File: src/hdl/dptf_pkg.sv
// ----------------------------------------------------------------------------
// dptf_pkg: shared types and constants
// Status codes, register indexes and control state types for the device
// position to timeline frame converter.
// ----------------------------------------------------------------------------
package dptf_pkg;

    // Result status codes.
    localparam logic [2:0] ST_OK         = 3'd0;
    localparam logic [2:0] ST_BAD_RATE   = 3'd1;
    localparam logic [2:0] ST_BAD_FREQ   = 3'd2;
    localparam logic [2:0] ST_BAD_ANCHOR = 3'd3;
    localparam logic [2:0] ST_STALE      = 3'd4;
    localparam logic [2:0] ST_BACKWARDS  = 3'd5;
    localparam logic [2:0] ST_OVERFLOW   = 3'd6;

    // Configuration register indexes.
    localparam logic [2:0] REG_ANCHOR_POSITION   = 3'd0;
    localparam logic [2:0] REG_ANCHOR_FRAME      = 3'd1;
    localparam logic [2:0] REG_CLOCK_FREQUENCY   = 3'd2;
    localparam logic [2:0] REG_ANCHOR_GENERATION = 3'd3;
    localparam logic [2:0] REG_RATE_NUMERATOR    = 3'd4;
    localparam logic [2:0] REG_RATE_DENOMINATOR  = 3'd5;

    // Serial divider: start request and finished status.
    typedef struct packed {
        logic start;
        logic wide;     // 128 by 64 division when set, else 64 by 64
    } div_ctrl_t;

    typedef struct packed {
        logic busy;
        logic done;
    } div_stat_t;

    // Serial multiplier handshake.
    typedef struct packed {
        logic start;
    } mul_ctrl_t;

    typedef struct packed {
        logic busy;
        logic done;
    } mul_stat_t;

    // Sequencer states.
    typedef enum logic [4:0] {
        S_IDLE,
        S_CHECK,
        S_GCD_SETUP,
        S_GCD_DIV,
        S_GCD_WAIT,
        S_RED_A,
        S_RED_A_WAIT,
        S_RED_B,
        S_RED_B_WAIT,
        S_NEXT_STEP,
        S_DEN_MUL,
        S_DEN_WAIT,
        S_PROD_MUL,
        S_PROD_WAIT,
        S_QUOT_DIV,
        S_QUOT_WAIT,
        S_SUM,
        S_OUT
    } seq_state_t;

endpackage

File: src/hdl/dptf_divider.sv
// ----------------------------------------------------------------------------
// dptf_divider: bit-serial restoring divider
// Divides a 128-bit dividend (high half below the divisor) or a 64-bit
// dividend by a 64-bit divisor, one quotient bit per cycle.
// ----------------------------------------------------------------------------
module dptf_divider (
    input  logic                clk,
    input  logic                rst_n,
    input  dptf_pkg::div_ctrl_t ctrl,
    input  logic [63:0]         dividend_hi,
    input  logic [63:0]         dividend_lo,
    input  logic [63:0]         divisor,
    output dptf_pkg::div_stat_t stat,
    output logic [63:0]         quotient,
    output logic [63:0]         remainder
);

    logic [63:0] rem_reg, rem_next;
    logic [63:0] low_reg, low_next;
    logic [63:0] dsr_reg, dsr_next;
    logic [6:0]  cnt_reg, cnt_next;
    logic        busy_reg, busy_next;
    logic        done_reg, done_next;

    logic [64:0] shifted;
    logic        take;

    // One restoring step: shift in the next dividend bit and trial subtract.
    assign shifted = {rem_reg, low_reg[63]};
    assign take    = shifted >= {1'b0, dsr_reg};

    always_comb
    begin
        rem_next  = rem_reg;
        low_next  = low_reg;
        dsr_next  = dsr_reg;
        cnt_next  = cnt_reg;
        busy_next = busy_reg;
        done_next = 1'b0;
        if (ctrl.start)
        begin
            rem_next  = ctrl.wide ? dividend_hi : 64'd0;
            low_next  = dividend_lo;
            dsr_next  = divisor;
            cnt_next  = 7'd64;
            busy_next = 1'b1;
        end
        else if (busy_reg)
        begin
            rem_next = take ? 64'(shifted - {1'b0, dsr_reg}) : shifted[63:0];
            low_next = {low_reg[62:0], take};
            cnt_next = cnt_reg - 7'd1;
            if (cnt_reg == 7'd1)
            begin
                busy_next = 1'b0;
                done_next = 1'b1;
            end
        end
    end

    always_ff @(posedge clk or negedge rst_n)
    begin
        if (!rst_n)
        begin
            busy_reg <= 1'b0;
            done_reg <= 1'b0;
            cnt_reg  <= 7'd0;
        end
        else
        begin
            busy_reg <= busy_next;
            done_reg <= done_next;
            cnt_reg  <= cnt_next;
        end
    end

    always_ff @(posedge clk)
    begin
        rem_reg <= rem_next;
        low_reg <= low_next;
        dsr_reg <= dsr_next;
    end

    assign stat.busy = busy_reg;
    assign stat.done = done_reg;
    assign quotient  = low_reg;
    assign remainder = rem_reg;

    // The count only runs while busy.
    a_cnt_idle: assert property (@(posedge clk) disable iff (!rst_n)
        !busy_reg && !ctrl.start |=> cnt_reg == $past(cnt_reg))
        else $error("divider count moved while idle");
    // Done follows the last step only.
    a_done: assert property (@(posedge clk) disable iff (!rst_n)
        done_reg |-> !busy_reg)
        else $error("divider done while busy");
    a_rem: assert property (@(posedge clk) disable iff (!rst_n)
        busy_reg && !ctrl.start && cnt_reg != 7'd64 |-> rem_reg < dsr_reg)
        else $error("partial remainder not below divisor");

endmodule

File: src/hdl/dptf_multiplier.sv
// ----------------------------------------------------------------------------
// dptf_multiplier: bit-serial shift and add multiplier
// Forms the exact 128-bit product of two 64-bit operands, one multiplier
// bit per cycle.
// ----------------------------------------------------------------------------
module dptf_multiplier (
    input  logic                clk,
    input  logic                rst_n,
    input  dptf_pkg::mul_ctrl_t ctrl,
    input  logic [63:0]         op_a,
    input  logic [63:0]         op_b,
    output dptf_pkg::mul_stat_t stat,
    output logic [127:0]        product
);

    logic [63:0] acc_reg, acc_next;   // high half of the running product
    logic [63:0] mpr_reg, mpr_next;   // multiplier bits, low half fills in
    logic [63:0] mcd_reg, mcd_next;
    logic [6:0]  cnt_reg, cnt_next;
    logic        busy_reg, busy_next;
    logic        done_reg, done_next;

    logic [64:0] sum;

    // Add the multiplicand when the current bit is set, then shift right.
    assign sum = {1'b0, acc_reg} + (mpr_reg[0] ? {1'b0, mcd_reg} : 65'd0);

    always_comb
    begin
        acc_next  = acc_reg;
        mpr_next  = mpr_reg;
        mcd_next  = mcd_reg;
        cnt_next  = cnt_reg;
        busy_next = busy_reg;
        done_next = 1'b0;
        if (ctrl.start)
        begin
            acc_next  = 64'd0;
            mpr_next  = op_b;
            mcd_next  = op_a;
            cnt_next  = 7'd64;
            busy_next = 1'b1;
        end
        else if (busy_reg)
        begin
            acc_next = sum[64:1];
            mpr_next = {sum[0], mpr_reg[63:1]};
            cnt_next = cnt_reg - 7'd1;
            if (cnt_reg == 7'd1)
            begin
                busy_next = 1'b0;
                done_next = 1'b1;
            end
        end
    end

    always_ff @(posedge clk or negedge rst_n)
    begin
        if (!rst_n)
        begin
            busy_reg <= 1'b0;
            done_reg <= 1'b0;
            cnt_reg  <= 7'd0;
        end
        else
        begin
            busy_reg <= busy_next;
            done_reg <= done_next;
            cnt_reg  <= cnt_next;
        end
    end

    always_ff @(posedge clk)
    begin
        acc_reg <= acc_next;
        mpr_reg <= mpr_next;
        mcd_reg <= mcd_next;
    end

    assign stat.busy = busy_reg;
    assign stat.done = done_reg;
    assign product   = {acc_reg, mpr_reg};

    a_done: assert property (@(posedge clk) disable iff (!rst_n)
        done_reg |-> !busy_reg && $past(busy_reg))
        else $error("multiplier done without a run");
    a_cnt: assert property (@(posedge clk) disable iff (!rst_n)
        busy_reg |-> cnt_reg != 7'd0)
        else $error("multiplier busy with empty count");
    a_mcd: assert property (@(posedge clk) disable iff (!rst_n)
        busy_reg && !$past(ctrl.start) && $past(busy_reg) |-> $stable(mcd_reg))
        else $error("multiplicand changed during a run");

endmodule

File: src/hdl/device_position_to_timeline_frame.sv
// ----------------------------------------------------------------------------
// device_position_to_timeline_frame: device position to timeline frame
// Validates a sampled device position against the anchor, reduces the
// ratio terms by four gcd steps and forms the elapsed frames with a serial
// multiplier and divider.
// ----------------------------------------------------------------------------
//
//   Channel   Signals                                       Direction
//   config    cfg_write, cfg_index, cfg_data                in
//   input     in_valid, in_stall, sample_position, sample_generation
//   output    out_valid, out_stall, frame_number, status
//
// One request at a time, accepted only when idle. A request that fails a check
// in S_CHECK goes from S_CHECK straight to S_OUT; the next request can be
// accepted in the cycle after the result is taken. A full request runs eight
// reductions, two multiplies and one 128 by 64 division, with sequencing
// states between them, plus one divider run for each gcd remainder step. A
// 64-bit gcd needs up to about 93 remainder steps.
// Reset clears the control state and loads the register reset values.
// in_stall is high from acceptance until the result has been taken; the
// result waits in its register while out_stall is high.
// ----------------------------------------------------------------------------
module device_position_to_timeline_frame (
    input  logic        clk,
    input  logic        rst_n,
    input  logic        cfg_write,
    input  logic [2:0]  cfg_index,
    input  logic [63:0] cfg_data,
    input  logic        in_valid,
    output logic        in_stall,
    input  logic [63:0] sample_position,
    input  logic [31:0] sample_generation,
    output logic        out_valid,
    input  logic        out_stall,
    output logic [62:0] frame_number,
    output logic [2:0]  status
);

    // Configuration registers.
    logic [63:0] anchor_position_reg;
    logic [63:0] anchor_frame_reg;
    logic [63:0] clock_frequency_reg;
    logic [31:0] anchor_generation_reg;
    logic [31:0] rate_numerator_reg;
    logic [31:0] rate_denominator_reg;

    always_ff @(posedge clk or negedge rst_n)
    begin
        if (!rst_n)
        begin
            anchor_position_reg   <= 64'd0;
            anchor_frame_reg      <= 64'd0;
            clock_frequency_reg   <= 64'd48000;
            anchor_generation_reg <= 32'd0;
            rate_numerator_reg    <= 32'd30;
            rate_denominator_reg  <= 32'd1;
        end
        else if (cfg_write)
        begin
            unique case (cfg_index)
                dptf_pkg::REG_ANCHOR_POSITION:   anchor_position_reg   <= cfg_data;
                dptf_pkg::REG_ANCHOR_FRAME:      anchor_frame_reg      <= cfg_data;
                dptf_pkg::REG_CLOCK_FREQUENCY:   clock_frequency_reg   <= cfg_data;
                dptf_pkg::REG_ANCHOR_GENERATION: anchor_generation_reg <= cfg_data[31:0];
                dptf_pkg::REG_RATE_NUMERATOR:    rate_numerator_reg    <= cfg_data[31:0];
                dptf_pkg::REG_RATE_DENOMINATOR:  rate_denominator_reg  <= cfg_data[31:0];
                default: ;
            endcase
        end
    end

    dptf_pkg::seq_state_t state_reg, state_next;

    // Working values.
    logic [63:0] pos_reg, pos_next;
    logic [31:0] gen_reg, gen_next;
    logic [63:0] delta_reg, delta_next;
    logic [63:0] num_reg, num_next;
    logic [63:0] freq_reg, freq_next;
    logic [63:0] den_reg, den_next;
    logic [63:0] ga_reg, ga_next;     // gcd operands
    logic [63:0] gb_reg, gb_next;
    logic [1:0]  step_reg, step_next;
    logic [63:0] elapsed_reg, elapsed_next;
    logic [62:0] frame_reg, frame_next;
    logic [2:0]  status_reg, status_next;

    // Shared serial units.
    dptf_pkg::div_ctrl_t div_ctrl;
    dptf_pkg::div_stat_t div_stat;
    dptf_pkg::mul_ctrl_t mul_ctrl;
    dptf_pkg::mul_stat_t mul_stat;
    logic [63:0]  div_hi, div_lo, div_dsr, div_q, div_r;
    logic [63:0]  mul_a, mul_b;
    logic [127:0] mul_p;

    dptf_divider u_div (
        .clk         (clk),
        .rst_n       (rst_n),
        .ctrl        (div_ctrl),
        .dividend_hi (div_hi),
        .dividend_lo (div_lo),
        .divisor     (div_dsr),
        .stat        (div_stat),
        .quotient    (div_q),
        .remainder   (div_r)
    );

    dptf_multiplier u_mul (
        .clk     (clk),
        .rst_n   (rst_n),
        .ctrl    (mul_ctrl),
        .op_a    (mul_a),
        .op_b    (mul_b),
        .stat    (mul_stat),
        .product (mul_p)
    );

    // Operand pair of the current gcd step: first, second.
    logic [63:0] pair_a, pair_b;
    always_comb
    begin
        unique case (step_reg)
            2'd0: begin pair_a = delta_reg; pair_b = freq_reg; end
            2'd1: begin pair_a = delta_reg; pair_b = den_reg;  end
            2'd2: begin pair_a = num_reg;   pair_b = freq_reg; end
            default: begin pair_a = num_reg; pair_b = den_reg; end
        endcase
    end

    logic [64:0] sum_wide;
    assign sum_wide = {1'b0, anchor_frame_reg} + {1'b0, elapsed_reg};

    // Next state.
    always_comb
    begin
        state_next = state_reg;
        unique case (state_reg)
            dptf_pkg::S_IDLE:       if (in_valid) state_next = dptf_pkg::S_CHECK;
            dptf_pkg::S_CHECK:
                if (status_next != dptf_pkg::ST_OK) state_next = dptf_pkg::S_OUT;
                else state_next = dptf_pkg::S_GCD_SETUP;
            dptf_pkg::S_GCD_SETUP:  state_next = dptf_pkg::S_GCD_DIV;
            dptf_pkg::S_GCD_DIV:
                state_next = (gb_reg == 64'd0) ? dptf_pkg::S_RED_A : dptf_pkg::S_GCD_WAIT;
            dptf_pkg::S_GCD_WAIT:   if (div_stat.done) state_next = dptf_pkg::S_GCD_DIV;
            dptf_pkg::S_RED_A:      state_next = dptf_pkg::S_RED_A_WAIT;
            dptf_pkg::S_RED_A_WAIT: if (div_stat.done) state_next = dptf_pkg::S_RED_B;
            dptf_pkg::S_RED_B:      state_next = dptf_pkg::S_RED_B_WAIT;
            dptf_pkg::S_RED_B_WAIT: if (div_stat.done) state_next = dptf_pkg::S_NEXT_STEP;
            dptf_pkg::S_NEXT_STEP:
                state_next = (step_reg == 2'd3) ? dptf_pkg::S_DEN_MUL : dptf_pkg::S_GCD_SETUP;
            dptf_pkg::S_DEN_MUL:    state_next = dptf_pkg::S_DEN_WAIT;
            dptf_pkg::S_DEN_WAIT:
                if (mul_stat.done)
                    state_next = (mul_p[127:64] != 64'd0) ? dptf_pkg::S_OUT
                                                          : dptf_pkg::S_PROD_MUL;
            dptf_pkg::S_PROD_MUL:   state_next = dptf_pkg::S_PROD_WAIT;
            dptf_pkg::S_PROD_WAIT:
                if (mul_stat.done)
                    state_next = (mul_p[127:64] >= den_reg) ? dptf_pkg::S_OUT
                                                            : dptf_pkg::S_QUOT_DIV;
            dptf_pkg::S_QUOT_DIV:   state_next = dptf_pkg::S_QUOT_WAIT;
            dptf_pkg::S_QUOT_WAIT:  if (div_stat.done) state_next = dptf_pkg::S_SUM;
            dptf_pkg::S_SUM:        state_next = dptf_pkg::S_OUT;
            dptf_pkg::S_OUT:        if (!out_stall) state_next = dptf_pkg::S_IDLE;
            default:                state_next = dptf_pkg::S_IDLE;
        endcase
    end

    // Datapath and unit control. After the divisor multiply den_reg holds
    // freq*den; the product is kept in ga_reg:gb_reg.
    always_comb
    begin
        pos_next     = pos_reg;
        gen_next     = gen_reg;
        delta_next   = delta_reg;
        num_next     = num_reg;
        freq_next    = freq_reg;
        den_next     = den_reg;
        ga_next      = ga_reg;
        gb_next      = gb_reg;
        step_next    = step_reg;
        elapsed_next = elapsed_reg;
        frame_next   = frame_reg;
        status_next  = status_reg;
        div_ctrl     = '0;
        mul_ctrl     = '0;
        div_hi       = ga_reg;
        div_lo       = gb_reg;
        div_dsr      = den_reg;
        mul_a        = freq_reg;
        mul_b        = den_reg;
        unique case (state_reg)
            dptf_pkg::S_IDLE:
            begin
                pos_next = sample_position;
                gen_next = sample_generation;
            end
            dptf_pkg::S_CHECK:
            begin
                frame_next = 63'd0;
                priority if (rate_numerator_reg == 32'd0 || rate_denominator_reg == 32'd0)
                    status_next = dptf_pkg::ST_BAD_RATE;
                else if (clock_frequency_reg == 64'd0)
                    status_next = dptf_pkg::ST_BAD_FREQ;
                else if (anchor_frame_reg[63])
                    status_next = dptf_pkg::ST_BAD_ANCHOR;
                else if (gen_reg != anchor_generation_reg)
                    status_next = dptf_pkg::ST_STALE;
                else if (pos_reg < anchor_position_reg)
                    status_next = dptf_pkg::ST_BACKWARDS;
                else
                    status_next = dptf_pkg::ST_OK;
                delta_next = pos_reg - anchor_position_reg;
                num_next   = {32'd0, rate_numerator_reg};
                freq_next  = clock_frequency_reg;
                den_next   = {32'd0, rate_denominator_reg};
                step_next  = 2'd0;
            end
            dptf_pkg::S_GCD_SETUP:
            begin
                ga_next = pair_a;
                gb_next = pair_b;
            end
            dptf_pkg::S_GCD_DIV:
            begin
                // Remainder step a mod b; when b is zero ga holds the gcd.
                div_ctrl.start = (gb_reg != 64'd0);
                div_hi         = 64'd0;
                div_lo         = ga_reg;
                div_dsr        = gb_reg;
            end
            dptf_pkg::S_GCD_WAIT:
                if (div_stat.done)
                begin
                    ga_next = gb_reg;
                    gb_next = div_r;
                end
            dptf_pkg::S_RED_A:
            begin
                div_ctrl.start = 1'b1;
                div_hi         = 64'd0;
                div_lo         = pair_a;
                div_dsr        = ga_reg;
            end
            dptf_pkg::S_RED_A_WAIT:
                if (div_stat.done)
                begin
                    if (step_reg[1]) num_next = div_q;
                    else delta_next = div_q;
                end
            dptf_pkg::S_RED_B:
            begin
                div_ctrl.start = 1'b1;
                div_hi         = 64'd0;
                div_lo         = pair_b;
                div_dsr        = ga_reg;
            end
            dptf_pkg::S_RED_B_WAIT:
                if (div_stat.done)
                begin
                    if (step_reg[0]) den_next = div_q;
                    else freq_next = div_q;
                end
            dptf_pkg::S_NEXT_STEP:
                step_next = step_reg + 2'd1;
            dptf_pkg::S_DEN_MUL:
                mul_ctrl.start = 1'b1;
            dptf_pkg::S_DEN_WAIT:
                if (mul_stat.done)
                begin
                    den_next = mul_p[63:0];
                    if (mul_p[127:64] != 64'd0) status_next = dptf_pkg::ST_OVERFLOW;
                end
            dptf_pkg::S_PROD_MUL:
            begin
                mul_ctrl.start = 1'b1;
                mul_a          = delta_reg;
                mul_b          = num_reg;
            end
            dptf_pkg::S_PROD_WAIT:
                if (mul_stat.done)
                begin
                    ga_next = mul_p[127:64];
                    gb_next = mul_p[63:0];
                    if (mul_p[127:64] >= den_reg) status_next = dptf_pkg::ST_OVERFLOW;
                end
            dptf_pkg::S_QUOT_DIV:
            begin
                div_ctrl.start = 1'b1;
                div_ctrl.wide  = 1'b1;
            end
            dptf_pkg::S_QUOT_WAIT:
                if (div_stat.done) elapsed_next = div_q;
            dptf_pkg::S_SUM:
                if (sum_wide[64:63] != 2'd0) status_next = dptf_pkg::ST_OVERFLOW;
                else frame_next = sum_wide[62:0];
            dptf_pkg::S_OUT: ;
            default: ;
        endcase
    end

    always_ff @(posedge clk or negedge rst_n)
    begin
        if (!rst_n)
        begin
            state_reg <= dptf_pkg::S_IDLE;
            step_reg  <= 2'd0;
        end
        else
        begin
            state_reg <= state_next;
            step_reg  <= step_next;
        end
    end

    always_ff @(posedge clk)
    begin
        pos_reg     <= pos_next;
        gen_reg     <= gen_next;
        delta_reg   <= delta_next;
        num_reg     <= num_next;
        freq_reg    <= freq_next;
        den_reg     <= den_next;
        ga_reg      <= ga_next;
        gb_reg      <= gb_next;
        elapsed_reg <= elapsed_next;
        frame_reg   <= frame_next;
        status_reg  <= status_next;
    end

    // Handshake outputs.
    always_comb
    begin
        in_stall     = (state_reg != dptf_pkg::S_IDLE);
        out_valid    = (state_reg == dptf_pkg::S_OUT);
        frame_number = frame_reg;
        status       = status_reg;
    end

    // A result leaves only with a zero frame when the status is not ok.
    a_fail_zero: assert property (@(posedge clk) disable iff (!rst_n)
        out_valid && status != dptf_pkg::ST_OK |-> frame_number == 63'd0)
        else $error("failed result carries a frame");
    // A stalled result holds.
    a_hold: assert property (@(posedge clk) disable iff (!rst_n)
        out_valid && out_stall |=> out_valid && $stable(status) && $stable(frame_number))
        else $error("stalled result changed");
    // The units never start while busy.
    a_div_start: assert property (@(posedge clk) disable iff (!rst_n)
        div_ctrl.start |-> !div_stat.busy)
        else $error("divider restarted while busy");
    a_mul_start: assert property (@(posedge clk) disable iff (!rst_n)
        mul_ctrl.start |-> !mul_stat.busy)
        else $error("multiplier restarted while busy");

endmodule

File: config.mk
export PLATFORM = sky130hd
export DESIGN_NAME = device_position_to_timeline_frame
export DESIGN_NICKNAME = d
export VERILOG_FILES = /design/src/hdl/dptf_pkg.sv /design/src/hdl/dptf_divider.sv /design/src/hdl/dptf_multiplier.sv /design/src/hdl/device_position_to_timeline_frame.sv
export SDC_FILE = /design/constraint.sdc
export NUM_CORES = 2
export LEC_CHECK = 0
export ABC_AREA = 1
export ABC_CLOCK_PERIOD_IN_PS = 12900
export BUFFER_PORTS_ARGS = -buffer_cell sky130_fd_sc_hd__buf_2
export CORE_ASPECT_RATIO = 0.6
export CORE_UTILIZATION = 30
export CTS_CLUSTER_SIZE = 40
export DETAILED_ROUTE_END_ITERATION = 16
export GPL_TIMING_DRIVEN = 0
export PLACE_DENSITY_LB_ADDON = 0.08
export SLEW_MARGIN = 30
export SYNTH_ARGS = -nofsm -noshare
export SYNTH_HDL_FRONTEND = slang
export SYNTH_HIERARCHICAL = 1
export SYNTH_SLANG_ARGS = --single-unit
File: constraint.sdc
create_clock -name clk -period 12.9 [get_ports clk]
set_clock_uncertainty 0.15 [all_clocks]
set_input_delay 1.935 -clock clk [delete_from_list [all_inputs] [get_ports clk]]
set_output_delay 1.935 -clock clk [all_outputs]
set_load 0.03 [all_outputs]
==> flow_metrics.py <==
metrics = {
    "run_status": {
        "status": "finished, final reports clean",
    },
    "cts": {
        "cts_root_buffer": "clkbuf_16",
        "cts_buffers": 152,
        "clk_pin_slew_worst_paths_ns": 0.06,
        "cts_tree": "built",
        "cts_buffer_depth": 4,
        "cts_setup_buffers": 0,
        "cts_resized": 0,
        "h-tree-depth": 4,
        "clk_latency_ns": 0.84,
        "cts.sinks": 1307,
        "hold_buffers": 0,
    },
    "synthesis": {
        "syn-num-nets": 11000,
        "yosys_warnings": 6,
        "synth_area_sq_mm": 0.0800,
        "netlist_instances": 10500,
        "syn_avg_cell_area_sq_um": 7.62,
    },
    "pwr": {
        "ir_worst_vdd_uv": 110,
        "p_leak_uw": 0.0428,
        "powerDensity_mw_per_mm2": 274,
        "finalPower_uw": 25100,
    },
    "die": {
        "start_util_pct": 30.3,
        "rows": 146,
        "fp.coreArea_sq_mm": 0.265,
        "ios": 236,
        "die_area_sq_mm": 0.269,
        "die_w_um": 669,
        "die_h_um": 402,
    },
    "routing": {
        "dr_total_vias": 75900,
        "wl_um": 421000,
        "final_antenna_net_count": 0,
        "drt-pass1-iter-count": 5,
        "drt-vias-per-instance": 5.18,
        "avgRoutedWirePerCell_um": 28.8,
        "remaining_drc_errors": 0,
        "initialDrtViolationCount": 10500,
    },
    "timing": {
        "drv_slew": 0,
        "period_minus_slack_ns": 7.54,
        "setup_ws_ns": 5.36,
        "worst_pin_slew_ns": 1.24,
        "finalCritPeriodShare_pct": 58.4,
        "max-slew-margin-rel_pct": 17.3,
        "setup_viol": 0,
        "hold_viol": 0,
        "fin_tns_setup_ns": 0,
        "fmax_mhz": 133,
        "rsz0062_at_grt": "no",
    },
    "critical_path": {
        "end_kind": "flop",
        "crit_type": "flop to flop",
        "crit_start": "state_reg[2]",
        "worstReg2RegEnd": "u_div/remainder[22]",
        "cp_data_required_time_ns": 13.23,
        "r2r-start": "state_reg[2]",
        "crit_end": "u_div/remainder[22]",
        "reg2reg_slack_ns": 5.36,
        "arrival_ns": 7.87,
        "critPathLaunchType": "flop",
        "r2r_cells": 19,
        "critPathMaxFanout": 41,
    },
    "final_layout": {
        "layout_common_cells": "3665 x nand2_1, 1637 x inv_1, 927 x edfxtp_1, 790 x o21ai_0, 693 x nor2_1",
        "drive_gt1_share_pct": 8.03,
        "fillers": 28800,
        "finalNetCount": 11500,
        "stdcell_area_sq_mm": 0.0919,
        "final_common_cell": "nand2_1",
        "syn_to_final_growth_pct": 14.8,
        "fin_cells": 14700,
    },
    "placement": {
        "portBuffers": 235,
        "placed_cells": 14400,
        "gp_congestion": 0.983,
        "dpl.hpwl_um": 362000,
        "place_area_sq_mm": 0.0872,
        "dpl_worst_slack_ns": 5.67,
    },
    "run": {
        "maxCapViolCount": 0,
    },
    "global_routing": {
        "grt_pass1_vias": 69500,
        "grt_max_degree": 80,
        "grt_first_pass_wirelength_um": 569000,
        "grt.overflow.total": 0,
        "antenna_found_initial": 36,
        "grt_usage_pct": 30.5,
    },
    "worst_hold_path": {
        "min_delay_path_depth": 2,
        "hold_class": "flop to flop",
    },
}
==> power by group <==
group | internal (uW) | switching, uW | leakage (uW)
logic | 3480 | 9390 | 0.0272
clock network | 2390 | 1960 | 0.00231
registers | 6670 | 1250 | 0.0133
total | 12500 | 12600 | 0.0428
==> final cells by class <==
cell class | instances | area, sq um | share of cell area, %
Sequential cell | 1307 | 37000 | 40.3
Multi-Input combinational cell | 7162 | 35400 | 38.5
Inverter | 1685 | 6330 | 6.89
Tap cell | 3552 | 4440 | 4.84
Clock buffer | 192 | 4100 | 4.46
Timing Repair Buffer | 327 | 2500 | 2.72
Buffer | 345 | 1500 | 1.63
Clock inverter | 75 | 593 | 0.645
Antenna cell | 12 | 30.0 | 0.0327
==> critical path: stages, from the launching register on <==
cell and delay (ns):
dfrtp_1 0.42, nor2_1 0.25, nand2_2 0.19, nor2_4 0.62
inv_2 0.27, clkbuf_2 0.48, clkbuf_1 0.54, o211ai_1 0.50
buf_2 0.30, buf_2 0.25, buf_2 0.24, buf_2 0.23
buf_2 0.23, buf_2 0.21, clkbuf_2 0.47, inv_2 0.41
clkbuf_2 0.32, nand2_4 0.39, buf_12 0.27, buf_16 0.25
==> per-layer routing <==
metal	vias to the layer above	part of all wire [%]	GRT usage (%)
met1	37300	52	50.9
li1	35100	-	-
met5	-	0.0064	0
met2	3169	37	39.5
met3	291	9.5	6.69
met4	4	1.3	4.06
==> how the worst min path moves through the flow <==
stage / slack [ns] / endpoint / start
finish: 0.34 / anchor_position_reg[37] / anchor_position_reg[37]
floorplan: 0.30 / elapsed_reg[32] / u_div/quotient[32]
global route: 0.35 / anchor_position_reg[43] / anchor_position_reg[43]
CTS: 0.34 / anchor_position_reg[13] / anchor_position_reg[13]
global placement: 0.32 / anchor_position_reg[27] / anchor_position_reg[27]
detailed placement: 0.32 / anchor_position_reg[13] / anchor_position_reg[13]
==> per-stage QoR <==
| stage | utilization (%) | hold WS [ns] |
|---|---|---|
| detailed placement | 33.0 | 0.323 |
| global route | 34.7 | 0.354 |
| CTS | 34.7 | 0.339 |
| floorplan | - | 0.300 |
| finish | 34.7 | 0.335 |
| global placement | 32.4 | 0.319 |
Note: power is estimated with default switching activity, not from simulation.
